**src/rtl/ft12_pkg.sv**
```systemverilog
// shared types and constants of the ft12 frame receiver
package ft12_pkg;

  localparam logic [7:0] START_FIXED    = 8'h10;
  localparam logic [7:0] START_VAR      = 8'h68;
  localparam logic [8:0] LEN_FIXED      = 9'd5;
  localparam logic [8:0] LEN_VAR_EXTRA  = 9'd6;
  localparam logic [2:0] ADDR_POS_FIXED = 3'd2;
  localparam logic [2:0] ADDR_POS_VAR   = 3'd5;
  localparam int unsigned HOLD_DEPTH    = 5;
  localparam int unsigned RUN_DEPTH     = 6;

  // one run of result words released by a single input word
  typedef struct packed {
    logic [RUN_DEPTH-1:0][7:0] bytes;
    logic [2:0]                count;
    logic                      kind;
    logic [8:0]                base_pos;
    logic [8:0]                frame_len;
  } run_t;

endpackage

```
**src/rtl/ft12_parser.sv**
```systemverilog
// frame parser: start hunt, header hold, address match, run building
module ft12_parser (
  input  logic                clk_i,
  input  logic                rst_ni,
  input  logic                accept_i,
  input  logic [7:0]          rx_byte_i,
  input  logic [7:0]          station_address_i,
  output logic                load_o,
  output ft12_pkg::run_t      run_o
);

  typedef enum logic [1:0] {
    PH_HUNT = 2'd0,
    PH_HOLD = 2'd1,
    PH_FWD  = 2'd2
  } phase_e;

  phase_e     phase_q, phase_d;
  logic       kind_q, kind_d;
  logic [8:0] pos_q, pos_d;
  logic [8:0] len_q, len_d;
  logic [ft12_pkg::HOLD_DEPTH-1:0][7:0] held_q, held_d;

  logic [2:0] addr_pos;
  logic [9:0] pos_inc;

  assign addr_pos = kind_q ? ft12_pkg::ADDR_POS_VAR : ft12_pkg::ADDR_POS_FIXED;
  assign pos_inc  = {1'b0, pos_q} + 10'd1;

  always_comb begin
    phase_d = phase_q;
    kind_d  = kind_q;
    pos_d   = pos_q;
    len_d   = len_q;
    held_d  = held_q;
    load_o  = 1'b0;
    run_o   = '0;
    run_o.bytes     = '0;
    run_o.kind      = kind_q;
    run_o.base_pos  = pos_q;
    run_o.frame_len = len_q;
    unique case (phase_q)
      PH_HOLD: begin
        if (kind_q && pos_q == 9'd1) begin
          len_d = {1'b0, rx_byte_i} + ft12_pkg::LEN_VAR_EXTRA;
        end
        if (pos_q < {6'd0, addr_pos}) begin
          for (int i = 0; i < ft12_pkg::HOLD_DEPTH; i++) begin
            if (pos_q == 9'(i)) begin
              held_d[i] = rx_byte_i;
            end
          end
          pos_d = pos_inc[8:0];
        end else if (rx_byte_i != station_address_i) begin
          phase_d = PH_HUNT;
          pos_d   = '0;
        end else begin
          load_o         = 1'b1;
          run_o.count    = addr_pos + 3'd1;
          run_o.base_pos = '0;
          // held header then the address word
          for (int i = 0; i < ft12_pkg::RUN_DEPTH; i++) begin
            if (3'(i) < addr_pos && i < ft12_pkg::HOLD_DEPTH) begin
              run_o.bytes[i] = held_q[i];
            end else if (3'(i) == addr_pos) begin
              run_o.bytes[i] = rx_byte_i;
            end
          end
          if ({6'd0, addr_pos} + 9'd1 >= len_q) begin
            phase_d = PH_HUNT;
            pos_d   = '0;
          end else begin
            phase_d = PH_FWD;
            pos_d   = {6'd0, addr_pos} + 9'd1;
          end
        end
      end
      PH_FWD: begin
        load_o         = 1'b1;
        run_o.count    = 3'd1;
        run_o.bytes[0] = rx_byte_i;
        if (pos_inc >= {1'b0, len_q}) begin
          phase_d = PH_HUNT;
          pos_d   = '0;
        end else begin
          pos_d = pos_inc[8:0];
        end
      end
      default: begin
        // hunting, unused code acts the same
        if (rx_byte_i == ft12_pkg::START_FIXED || rx_byte_i == ft12_pkg::START_VAR) begin
          kind_d    = (rx_byte_i == ft12_pkg::START_VAR);
          len_d     = (rx_byte_i == ft12_pkg::START_VAR) ? ft12_pkg::LEN_VAR_EXTRA
                                                         : ft12_pkg::LEN_FIXED;
          held_d[0] = rx_byte_i;
          pos_d     = 9'd1;
          phase_d   = PH_HOLD;
        end else begin
          phase_d = PH_HUNT;
          pos_d   = '0;
        end
      end
    endcase
    if (!accept_i) begin
      load_o = 1'b0;
    end
  end

  always_ff @(posedge clk_i or negedge rst_ni) begin
    if (!rst_ni) begin
      phase_q <= PH_HUNT;
      kind_q  <= 1'b0;
      pos_q   <= '0;
      len_q   <= '0;
    end else if (accept_i) begin
      phase_q <= phase_d;
      kind_q  <= kind_d;
      pos_q   <= pos_d;
      len_q   <= len_d;
    end
  end

  always_ff @(posedge clk_i) begin
    if (accept_i) begin
      held_q <= held_d;
    end
  end

endmodule

```
**src/rtl/ft12_emitter.sv**
```systemverilog
// result register: holds one run, hands out a word per cycle on ready_i
module ft12_emitter (
  input  logic           clk_i,
  input  logic           rst_ni,
  input  logic           load_i,
  input  ft12_pkg::run_t run_i,
  output logic           valid_o,
  input  logic           ready_i,
  output logic           free_o,
  output logic [7:0]     out_byte_o,
  output logic           frame_kind_o,
  output logic           frame_start_o,
  output logic           frame_end_o,
  output logic           run_last_o
);

  logic                                   valid_q;
  logic [ft12_pkg::RUN_DEPTH-1:0][7:0]    buf_q;
  logic [2:0]                             cnt_q;
  logic                                   kind_q;
  logic [8:0]                             pos_q;
  logic [8:0]                             len_q;
  logic                                   take;

  assign take   = valid_q && ready_i;
  assign free_o = !valid_q || (ready_i && cnt_q == 3'd1);

  assign valid_o       = valid_q;
  assign out_byte_o    = buf_q[0];
  assign frame_kind_o  = kind_q;
  assign frame_start_o = (pos_q == 9'd0);
  assign frame_end_o   = ({1'b0, pos_q} + 10'd1) == {1'b0, len_q};
  assign run_last_o    = (cnt_q == 3'd1);

  always_ff @(posedge clk_i or negedge rst_ni) begin
    if (!rst_ni) begin
      valid_q <= 1'b0;
      cnt_q   <= '0;
    end else if (load_i) begin
      valid_q <= 1'b1;
      cnt_q   <= run_i.count;
    end else if (take) begin
      valid_q <= (cnt_q != 3'd1);
      cnt_q   <= cnt_q - 3'd1;
    end
  end

  always_ff @(posedge clk_i) begin
    if (load_i) begin
      buf_q  <= run_i.bytes;
      kind_q <= run_i.kind;
      pos_q  <= run_i.base_pos;
      len_q  <= run_i.frame_len;
    end else if (take) begin
      // shift the next word to the head
      buf_q <= {8'h00, buf_q[ft12_pkg::RUN_DEPTH-1:1]};
      pos_q <= pos_q + 9'd1;
    end
  end

  a_cnt_range: assert property (@(posedge clk_i) disable iff (!rst_ni)
    valid_q |-> (cnt_q != 3'd0 && cnt_q <= 3'd6))
    else $error("run count out of range");

  a_no_overwrite: assert property (@(posedge clk_i) disable iff (!rst_ni)
    load_i |-> (!valid_q || (ready_i && cnt_q == 3'd1)))
    else $error("run loaded over a pending word");

  a_pos_step: assert property (@(posedge clk_i) disable iff (!rst_ni)
    (take && cnt_q != 3'd1 && !load_i) |=> (valid_q && pos_q == $past(pos_q) + 9'd1))
    else $error("run position did not advance");

endmodule

```
**src/rtl/ft12_frame_receiver_unit.sv**
```systemverilog
// top level of the ft12 frame receiver
//
// Line bytes enter on rx_valid_i / rx_ready_o / rx_byte_i. Words of frames
// addressed to this station leave on out_valid_o / out_ready_i with the byte,
// frame kind, start and end marks, and run_last on the final word caused by
// one input word. The user must write the station address through cfg_we_i
// and cfg_wdata_i only while the block is idle; it is not enforced here.
// A word that releases results shows its first result the cycle after it is
// accepted. The address word of a frame releases the held header as a run of
// 3 (fixed) or 6 (variable) results, one per cycle while out_ready_i is high;
// other frame words give one result; header words and idle bytes give none.
// Throughput is one word per cycle, limited by the single result register:
// a new word is taken when that register is empty or its last word leaves.
// When the receiver stalls, the pending word holds and rx_ready_o drops.
// Reset returns the parser to start hunting, empties the result register
// and clears the station address to 0.
module ft12_frame_receiver_unit (
  input  logic       clk_i,
  input  logic       rst_ni,
  input  logic       cfg_we_i,
  input  logic [7:0] cfg_wdata_i,
  input  logic       rx_valid_i,
  output logic       rx_ready_o,
  input  logic [7:0] rx_byte_i,
  output logic       out_valid_o,
  input  logic       out_ready_i,
  output logic [7:0] out_byte_o,
  output logic       frame_kind_o,
  output logic       frame_start_o,
  output logic       frame_end_o,
  output logic       run_last_o
);

  logic           [7:0] station_address_q;
  logic                 accept;
  logic                 load;
  logic                 free;
  ft12_pkg::run_t       run;

  always_ff @(posedge clk_i or negedge rst_ni) begin
    if (!rst_ni) begin
      station_address_q <= '0;
    end else if (cfg_we_i) begin
      station_address_q <= cfg_wdata_i;
    end
  end

  assign rx_ready_o = free;
  assign accept     = rx_valid_i && free;

  ft12_parser u_parser (
    .clk_i             (clk_i),
    .rst_ni            (rst_ni),
    .accept_i          (accept),
    .rx_byte_i         (rx_byte_i),
    .station_address_i (station_address_q),
    .load_o            (load),
    .run_o             (run)
  );

  ft12_emitter u_emitter (
    .clk_i         (clk_i),
    .rst_ni        (rst_ni),
    .load_i        (load),
    .run_i         (run),
    .valid_o       (out_valid_o),
    .ready_i       (out_ready_i),
    .free_o        (free),
    .out_byte_o    (out_byte_o),
    .frame_kind_o  (frame_kind_o),
    .frame_start_o (frame_start_o),
    .frame_end_o   (frame_end_o),
    .run_last_o    (run_last_o)
  );

endmodule
```
**config.mk**
```make
export PLATFORM = sky130hd
export DESIGN_NAME = ft12_frame_receiver_unit
export DESIGN_NICKNAME = d
export VERILOG_FILES = /design/src/rtl/ft12_pkg.sv /design/src/rtl/ft12_parser.sv /design/src/rtl/ft12_emitter.sv /design/src/rtl/ft12_frame_receiver_unit.sv
export SDC_FILE = /design/constraint.sdc
export NUM_CORES = 1
export LEC_CHECK = 0
export ABC_AREA = 1
export BUFFER_PORTS_ARGS = -buffer_cell sky130_fd_sc_hd__buf_2
export CAP_MARGIN = 20
export CELL_PAD_IN_SITES_DETAIL_PLACEMENT = 0
export CELL_PAD_IN_SITES_GLOBAL_PLACEMENT = 1
export CORE_ASPECT_RATIO = 0.75
export CORE_UTILIZATION = 50
export DETAILED_ROUTE_END_ITERATION = 12
export PLACE_DENSITY = 0.92
export SLEW_MARGIN = 10
export SYNTH_ARGS = -nofsm -noshare
export SYNTH_HDL_FRONTEND = slang
export SYNTH_SLANG_ARGS = --single-unit
```
**constraint.sdc**
```tcl
create_clock -name clk_i -period 4.4 [get_ports clk_i]
set_clock_uncertainty 0.1 [all_clocks]
set_input_delay 0.88 -clock clk_i [delete_from_list [all_inputs] [get_ports clk_i]]
set_output_delay 0.88 -clock clk_i [all_outputs]
set_load 0.02 [all_outputs]
```
==> results of run 1 <==
-- synthesized netlist by cell type --
master     number  area (µm²)
a21oi_1        12       60.06
a31oi_1         1       6.260
buf_2          10       50.05
buf_4          11       82.58
buf_6           4       45.04
clkbuf_1        6       22.52
clkbuf_2        1       5.000
clkinv_1        2       7.510
dfrtp_1        33       825.8
edfxtp_1      107        3213
ha_1           25       312.8
inv_1          74       277.8
inv_2           4       15.01
mux2_2          8       90.09
nand2_1       159       596.8
nand2_2         6       37.54
nand2_4         1       11.26
nand3_1        43       215.2
nand3_2         1       10.01
nand3b_1        3       22.52
nand4_1        20       125.1
nor2_1         60       225.2
nor2_2          1       6.260
nor2_4          1       11.26
nor3_1          9       45.04
nor3b_1         3       22.52
nor4_1          3       18.77
o2111ai_1       1       8.760
o211ai_1        1       7.510
o21ai_0        74       370.4
o21ai_1         2       10.01
o22ai_1         3       18.77
o31ai_1         1       7.510
or3_1           1       6.260
xnor2_1        11       96.34
xor2_1         12       105.1
-- state kept, by name, indices dropped and copies added, names as in the netlist --
signal,count
u_emitter.valid_o,1
u_emitter.pos_q,9
station_address_q,8
u_emitter.buf_q,40
u_parser.pos_q,9
u_parser.kind_q,1
u_emitter.out_byte_o,8
u_parser.held_q,40
u_emitter.len_q,9
u_parser.phase_q,2
u_emitter.cnt_q,3
u_parser.len_q,9
u_emitter.frame_kind_o,1
-- per-stage QoR --
stage | setup slack [ps] | utilization, % | hold slack, ps | instances
4_1_cts | 1086 | 57.01 | 410.4 | 930
6_report | 1117 | 57.01 | 408.1 | 930
2_1_floorplan | 1383 | - | 346.9 | 714
3_3_place_gp | 1264 | 52.84 | 396.4 | 898
5_1_grt | 889.6 | 57.01 | 443.3 | 930
3_5_place_dp | 1100 | 52.84 | 396.6 | 898
-- worst register-to-register path: stages, from the launching register on --
cell	delay, ps
dfrtp_1	360
inv_1	100
ha_1	150
nand2_1	70
inv_1	60
nand2_1	50
nand2_2	90
nand2_2	160
nor2_4	490
nand3_1	320
nand2_1	660
o22ai_1	150
-- power groups by stage --
| stage | registers (mW) | clock network (mW) | logic, mW |
|---|---|---|---|
| floorplan | 1.63 | 0 | 0.277 |
| global placement | 1.64 | 0 | 0.378 |
| detailed placement | 1.64 | 0 | 0.389 |
| CTS | 1.61 | 1.41 | 0.392 |
| global route | 1.62 | 1.46 | 0.444 |
| finish | 1.61 | 1.40 | 0.392 |
-- final timing paths --
path | from | end | cells after the start
worst max-delay path | u_emitter.pos_q[0] | frame_end_o | 10
worst min-delay path | u_emitter.buf_q[22] | u_emitter.buf_q[14] | 2
worst max register to register | u_emitter.cnt_q[1] | u_emitter.pos_q[8] | 11
worst min register to register | u_emitter.buf_q[22] | u_emitter.buf_q[14] | 2
max in group asynchronous | rst_ni | u_emitter.cnt_q[1] | 1
min in group asynchronous | rst_ni | station_address_q[6] | 1
-- kinds of logic after synthesis --
family | synth area share (%)
AND/OR/NAND/NOR | 19.36
flip-flops | 57.77
buffers and inverters | 7.230
AO/OA/AOI/OAI | 6.997
adder cells (fa/ha/maj) | 4.474
XOR/XNOR | 2.881
multiplexers | 1.289
-- layout make-up --
class | count | area share, %
Clock inverter | 11 | 1.553
Multi-Input combinational cell | 462 | 31.33
Tap cell | 175 | 2.803
Inverter | 80 | 3.844
Sequential cell | 140 | 51.70
Timing Repair Buffer | 41 | 3.011
Clock buffer | 21 | 5.766
-- per-layer routing --
metal / up-vias / GRT usage (%) / part of all wire (%)
met4: 0 / 8.266 / 1.7
met1: 2478 / 35.84 / 46
met3: 29 / 6.215 / 10
met2: 252 / 35.13 / 42
met5: - / 0 / 0
li1: 2460 / - / -
==> run summary, run 1 <==
Outcome: finished with violations
Failing checks: design-rule violations
GPL Wtd Cong: 0.9067
Total grt overflow: 0
Layout filler cell count: 1142
Syn_nets: 760
Worst Tran Pin Value: 1071 ps
PortBufs: 34
Synth Register Bits: 140
Largest net degree at the start of global routing: 59
Pint: 2.537 mW
Layout cells sized above 1: 12.19%
DIE HEIGHT: 104.4 µm
RSZ-0062 raised after global routing: false
Clock tree sinks: 140
Post-route cell area: 7812 µm²
Gate Count Post-Synth: 714
Sw Ratio: 25.39%
Antenna diodes: 0
Synthesized area per cell: 9.792 µm²
Max-slew violations: 0
Fin crit period: 3283 ps
Critical Path AT: 2300 ps
DR vias/cell: 5.612
Core outline area: 13700 µm²
Setup slack, reg-to-reg: 1360 ps
Slowest cell on crit path: edfxtp_1
CTS Hold Bufs: 0
IO Pins: 35
Wire length per cell: 17.67 µm
Setup bufs post-CTS: 0
Synth cell types: 36
H-tree depth: 4
PostCTS Resize Cnt: 0
Die width: 138.5 µm
Most common cell after layout, fill and taps aside: nand2_1
Reg area: 4039 µm²
CTS Buffer Depth: 2
Placed instance area: 7241 µm²
Pwr per Cell Area: 435.3 nW/µm²
Number of routed nets with antenna violations: 0
DPL Wire Length: 11.58 mm
Initial DRT Pass Iterations: 10
CTS tree: done
Final hold vios: 0
WP data required: 3420 ps
Starting Density: 51.02%
CTS buffer count: 17
CP Cell Sequence: ha_1, nand4_1, nor2_1, nand2_1, o21ai_0, nand2_1, nand2_1, o211ai_1, nor2_1, buf_2
Clock root buffer master: clkbuf_16
Routed via count: 5219
Die area: 14470 µm²
Setup CP Type: register to output port
Worst hold path class: register to register
P_leak: 3.280 nW
Total GRT Usage: 24.42%
Final WL: 16.44 mm
Vias in the first global route: 4929
CP Buf/Inv Count: 1
Clock power share: 41.1%
Drt drc: 10
Area growth syn-to-layout: 11.74%
Peak VDD IR: 295.6 µV
Crit start category: register
Most used cell, CP: nand2_1
Max Cap Viol: 0
Power Total: 3.401 mW
Post-Syn Area: 6992 µm²
Endpoints failing setup: 0
Final #Nets: 788
Initial DRC count: 624
Crit end category: output port
Worst-path clk slew: 60 ps
Antenna violations before repair: 0
Worst relative slew slack: 28.37%
Cell family with most CP delay: simple AND/OR/NAND/NOR gates
Slowest cell delay on critical path: 450 ps
Setup TNS: 0 ps
Critical path fanouts, max: 5
Ys Warns: 0
Sequential-to-total area share from yosys stat: 57.77%
Multi-input gate area: 2447 µm²
FP Rows: 37
Clock latency on the worst-skew pair: 420 ps
Switching pwr: 0.8635 mW
Fmax: 0.3046 GHz
Final period utilization: 74.62%
Commonest cells after routing, fill and taps aside: 159 x nand2_1, 107 x edfxtp_1, 74 x inv_1, 74 x o21ai_0, 60 x nor2_1
First-pass GRT wire length: 26.57 mm
Comb power frac: 11.5%
Reg power frac: 47.4%
Power figures use the tool's default switching activity.
==> run 2: changes to the inputs <==
- ABC_AREA: 1 -> 0
- CORE_UTILIZATION: 50 -> 45
- PLACE_DENSITY: 0.92 -> 0.85
- clock period: 4.4 -> 3 ns (I/O delays scaled with it)
==> run summary, run 2 <==
Total GRT Usage: 20.51% (was 24.42%)
Synth cell types: 61 (was 36)
Gate Count Post-Synth: 532 (was 714)
Power Total: 4.454 mW (was 3.401 mW)
Pwr per Cell Area: 558.2 nW/µm² (was 435.3 nW/µm²)
Final period utilization: 98.55%
Total grt overflow: 0 (unchanged)
Max-slew violations: 0 (unchanged)
Crit start category: register (unchanged)
Fmax: 0.3382 GHz
Clock root buffer master: clkbuf_16 (unchanged)
Endpoints failing setup: 0 (unchanged)
Number of flops mapped to enable cells by yosys: 107 (unchanged)
Sequential-to-total area share from yosys stat: 60.27% (was 57.77%)
Die area: 15390 µm² (was 14470 µm²)
Slowest cell delay on critical path: 420 ps (was 450 ps)
Final #Nets: 631 (was 788)
Vias in the first global route: 4197 (was 4929)
Worst-path clk slew: 60 ps (about the same)
Layout cells sized above 1: 23.41% (was 12.19%)
Antenna violations before repair: 0 (unchanged)
Final hold vios: 0 (unchanged)
Commonest cells after routing, fill and taps aside: 107 x edfxtp_1, 54 x nand2_1, 33 x buf_2 (was 159 x nand2_1, 107 x edfxtp_1, 74 x inv_1, 74 x o21ai_0, 60 x nor2_1)
IO Pins: 35 (unchanged)
Post-Syn Area: 6701 µm² (was 6992 µm²)
Core outline area: 14500 µm² (was 13700 µm²)
CTS Buffer Depth: 2 (unchanged)
Antenna diodes: 0 (unchanged)
DIE HEIGHT: 107.7 µm (was 104.4 µm)
Post-synth ARST share: 23.57% (unchanged)
CP Buf/Inv Count: 1 (unchanged)
Post-synth top area share: 47.95% (was 45.96%)
Post-synth top flop: edfxtp_1 (unchanged)
Worst Tran Pin Value: 776.8 ps (was 1071 ps)
Fin crit period: 2957 ps
WP data required: 2300 ps (was 3420 ps)
Synth Register Bits: 140 (unchanged)
Worst relative slew slack: 47.73% (was 28.37%)
Syn_nets: 578 (was 760)
CTS buffer count: 17 (unchanged)
Dpl ws: 97.14 ps (was 1100 ps)
Clock tree sinks: 140 (unchanged)
Reg2reg start: u_parser.pos_q[0] (was u_emitter.cnt_q[1])
Critical path origin: u_emitter.pos_q[0] (unchanged)
Critical path fanouts, max: 3 (was 5)
Largest net degree at the start of global routing: 34 (was 59)
DR vias/cell: 5.465 (was 5.612)
Clock latency on the worst-skew pair: 420 ps (about the same)
GPL Wtd Cong: 0.8748 (was 0.9067)
Ys Warns: 0 (unchanged)
Drt drc: 0 (was 10)
Cell family with most CP delay: simple AND/OR/NAND/NOR gates (unchanged)
PortBufs: 34 (unchanged)
Routed via count: 4361 (was 5219)
Count leader, synth: edfxtp_1 (was nand2_1)
Initial DRC count: 361 (was 624)
Number of routed nets with antenna violations: 0 (unchanged)
Final WL: 14.65 mm (was 16.44 mm)
Most common cell after layout, fill and taps aside: edfxtp_1 (was nand2_1)
Synth area leaders: edfxtp_1 48%, dfrtp_1 12%, ha_1 4.7% (was edfxtp_1 46%, dfrtp_1 12%, nand2_1 8.5%)
Setup CP Type: register to output port (unchanged)
Initial DRT Pass Iterations: 5 (was 10)
Synthesized area per cell: 12.60 µm² (was 9.792 µm²)
H-tree depth: 4 (unchanged)
P_leak: 2.921 nW (was 3.280 nW)
Top flop regs: u_emitter.buf_q (40), u_parser.held_q (40) (unchanged)
Slowest cell on crit path: edfxtp_1 (unchanged)
Starting Density: 46.21% (was 51.02%)
Peak VDD IR: 410.6 µV (was 295.6 µV)
Critical Path AT: 2260 ps (was 2300 ps)
Crit end category: output port (unchanged)
Area growth syn-to-layout: 19.06% (was 11.74%)
First-pass GRT wire length: 23.25 mm (was 26.57 mm)
CP Cell Sequence: ha_4, nand2_1, nor2_4, nand3_1, xor2_2, xnor2_1, nor4_2, buf_4 (was ha_1, nand4_1, nor2_1, nand2_1, o21ai_0, nand2_1, nand2_1, o211ai_1, nor2_1, buf_2)
CTS tree: done (unchanged)
Outcome: finished clean (was finished with violations)
Setup ws final: 43.46 ps (was 1117 ps)
DPL Wire Length: 10.17 mm (was 11.58 mm)
Synth cell count leaders: 107 x edfxtp_1, 55 x nand2_1, 33 x dfrtp_1 (was 159 x nand2_1, 107 x edfxtp_1, 74 x inv_1, 74 x o21ai_0, 60 x nor2_1)
Max Cap Viol: 0 (unchanged)
Die width: 142.9 µm (was 138.5 µm)
FP Rows: 38 (was 37)
CTS Hold Bufs: 0 (unchanged)
Wire length per cell: 18.36 µm (was 17.67 µm)
Post-synth top area cell: edfxtp_1 (unchanged)
Worst hold path class: input port to async pin (was register to register)
RSZ-0062 raised after global routing: true (was false)
run 2: changes by cell type after synthesis, sizes merged, moves of 16 or more:
cell	previous run	this run
o21ai	76	25
inv	78	23
nand3	44	20
nor2	62	22
nand2	166	56
a22o	0	31
nand4	20	4
run 2: report_power, final:
group	switching (mW)	leakage, nW	total [mW]	internal (mW)
clock network	0.787	0.291	2.18	1.39
registers	0.0159	1.26	2.11	2.09
logic	0.102	1.37	0.169	0.0672
run 2: final cells by class:
class                      count  area, µm²
clock buffer                  21      440.4
clock inverter                11      166.4
fill                        1178       6523
inverter                      23      86.33
multi-input combinational    335       2492
sequential                   140       4040
tap                          200      250.2
timing repair buffer          68      503.0
run 2: layer usage:
| metal | global-route usage [%] | up-vias | wire [µm] |
|---|---|---|---|
| li1 | - | 2063 | - |
| met1 | 30.60 | 2132 | 7180 |
| met2 | 29.30 | 150 | 6361 |
| met3 | 4.715 | 16 | 961 |
| met4 | 6.452 | 0 | 148 |
| met5 | 0 | - | 0 |
run 2: repair_timing:
item / in CTS / in global routing
gates resized for setup: 7 / 9
setup endpoints to repair: 1 / 2
pin swaps: 3 / 0
setup buffers: 4 / 2
run 2: cells by family (layout without fill, tap and decap cells):
family / count (synthesis) / after routing / share of synthesized area, %
buffers and inverters: 57 / 123 / 4.313
adders and majority gates: 25 / 25 / 4.668
xor gates and xnor gates: 37 / 37 / 4.836
AOI/OAI and AO/OA: 106 / 106 / 11.56
muxes: 16 / 16 / 2.726
DFF: 140 / 140 / 60.27
and+or+nand+nor: 151 / 151 / 11.63
run 2: per-stage QoR:
step / hold slack (ps) / instances / cell area [µm²] / TNS (ps) / util (%)
2_1_floorplan: 204.4 / 532 / 6715 / 0 / -
3_3_place_gp: 342.6 / 760 / 7229 / 0 / 49.85
3_5_place_dp: 350.5 / 760 / 7229 / 0 / 49.85
4_1_cts: 168.7 / 796 / 7923 / 0 / 54.63
5_1_grt: 209.7 / 798 / 7979 / -90.77 / 55.02
6_report: 151.4 / 798 / 7979 / 0 / 55.02
run 2: worst register-to-register path, delay by kind of cell (launching register included):
kind                       cells  cell delay, ps
muxes                          1             310
and+or+nand+nor                4             410
DFF                            1             460
xor gates and xnor gates       1             220
AOI/OAI and AO/OA              2             570
adders and majority gates      2             600
run 2: worst paths after layout:
| path | endpoint | slack [ps] | cells past startpoint |
|---|---|---|---|
| min in group clk_i | station_address_q[2] | 310 | 2 |
| max reg2reg | u_parser.phase_q[1] | 220 | 10 |
| max in group asynchronous | u_parser.pos_q[1] | 2120 | 1 |
| min | u_parser.len_q[3] | 150 | 1 |
| min reg2reg | u_emitter.len_q[2] | 360 | 0 |
| max | frame_end_o | 40 | 8 |
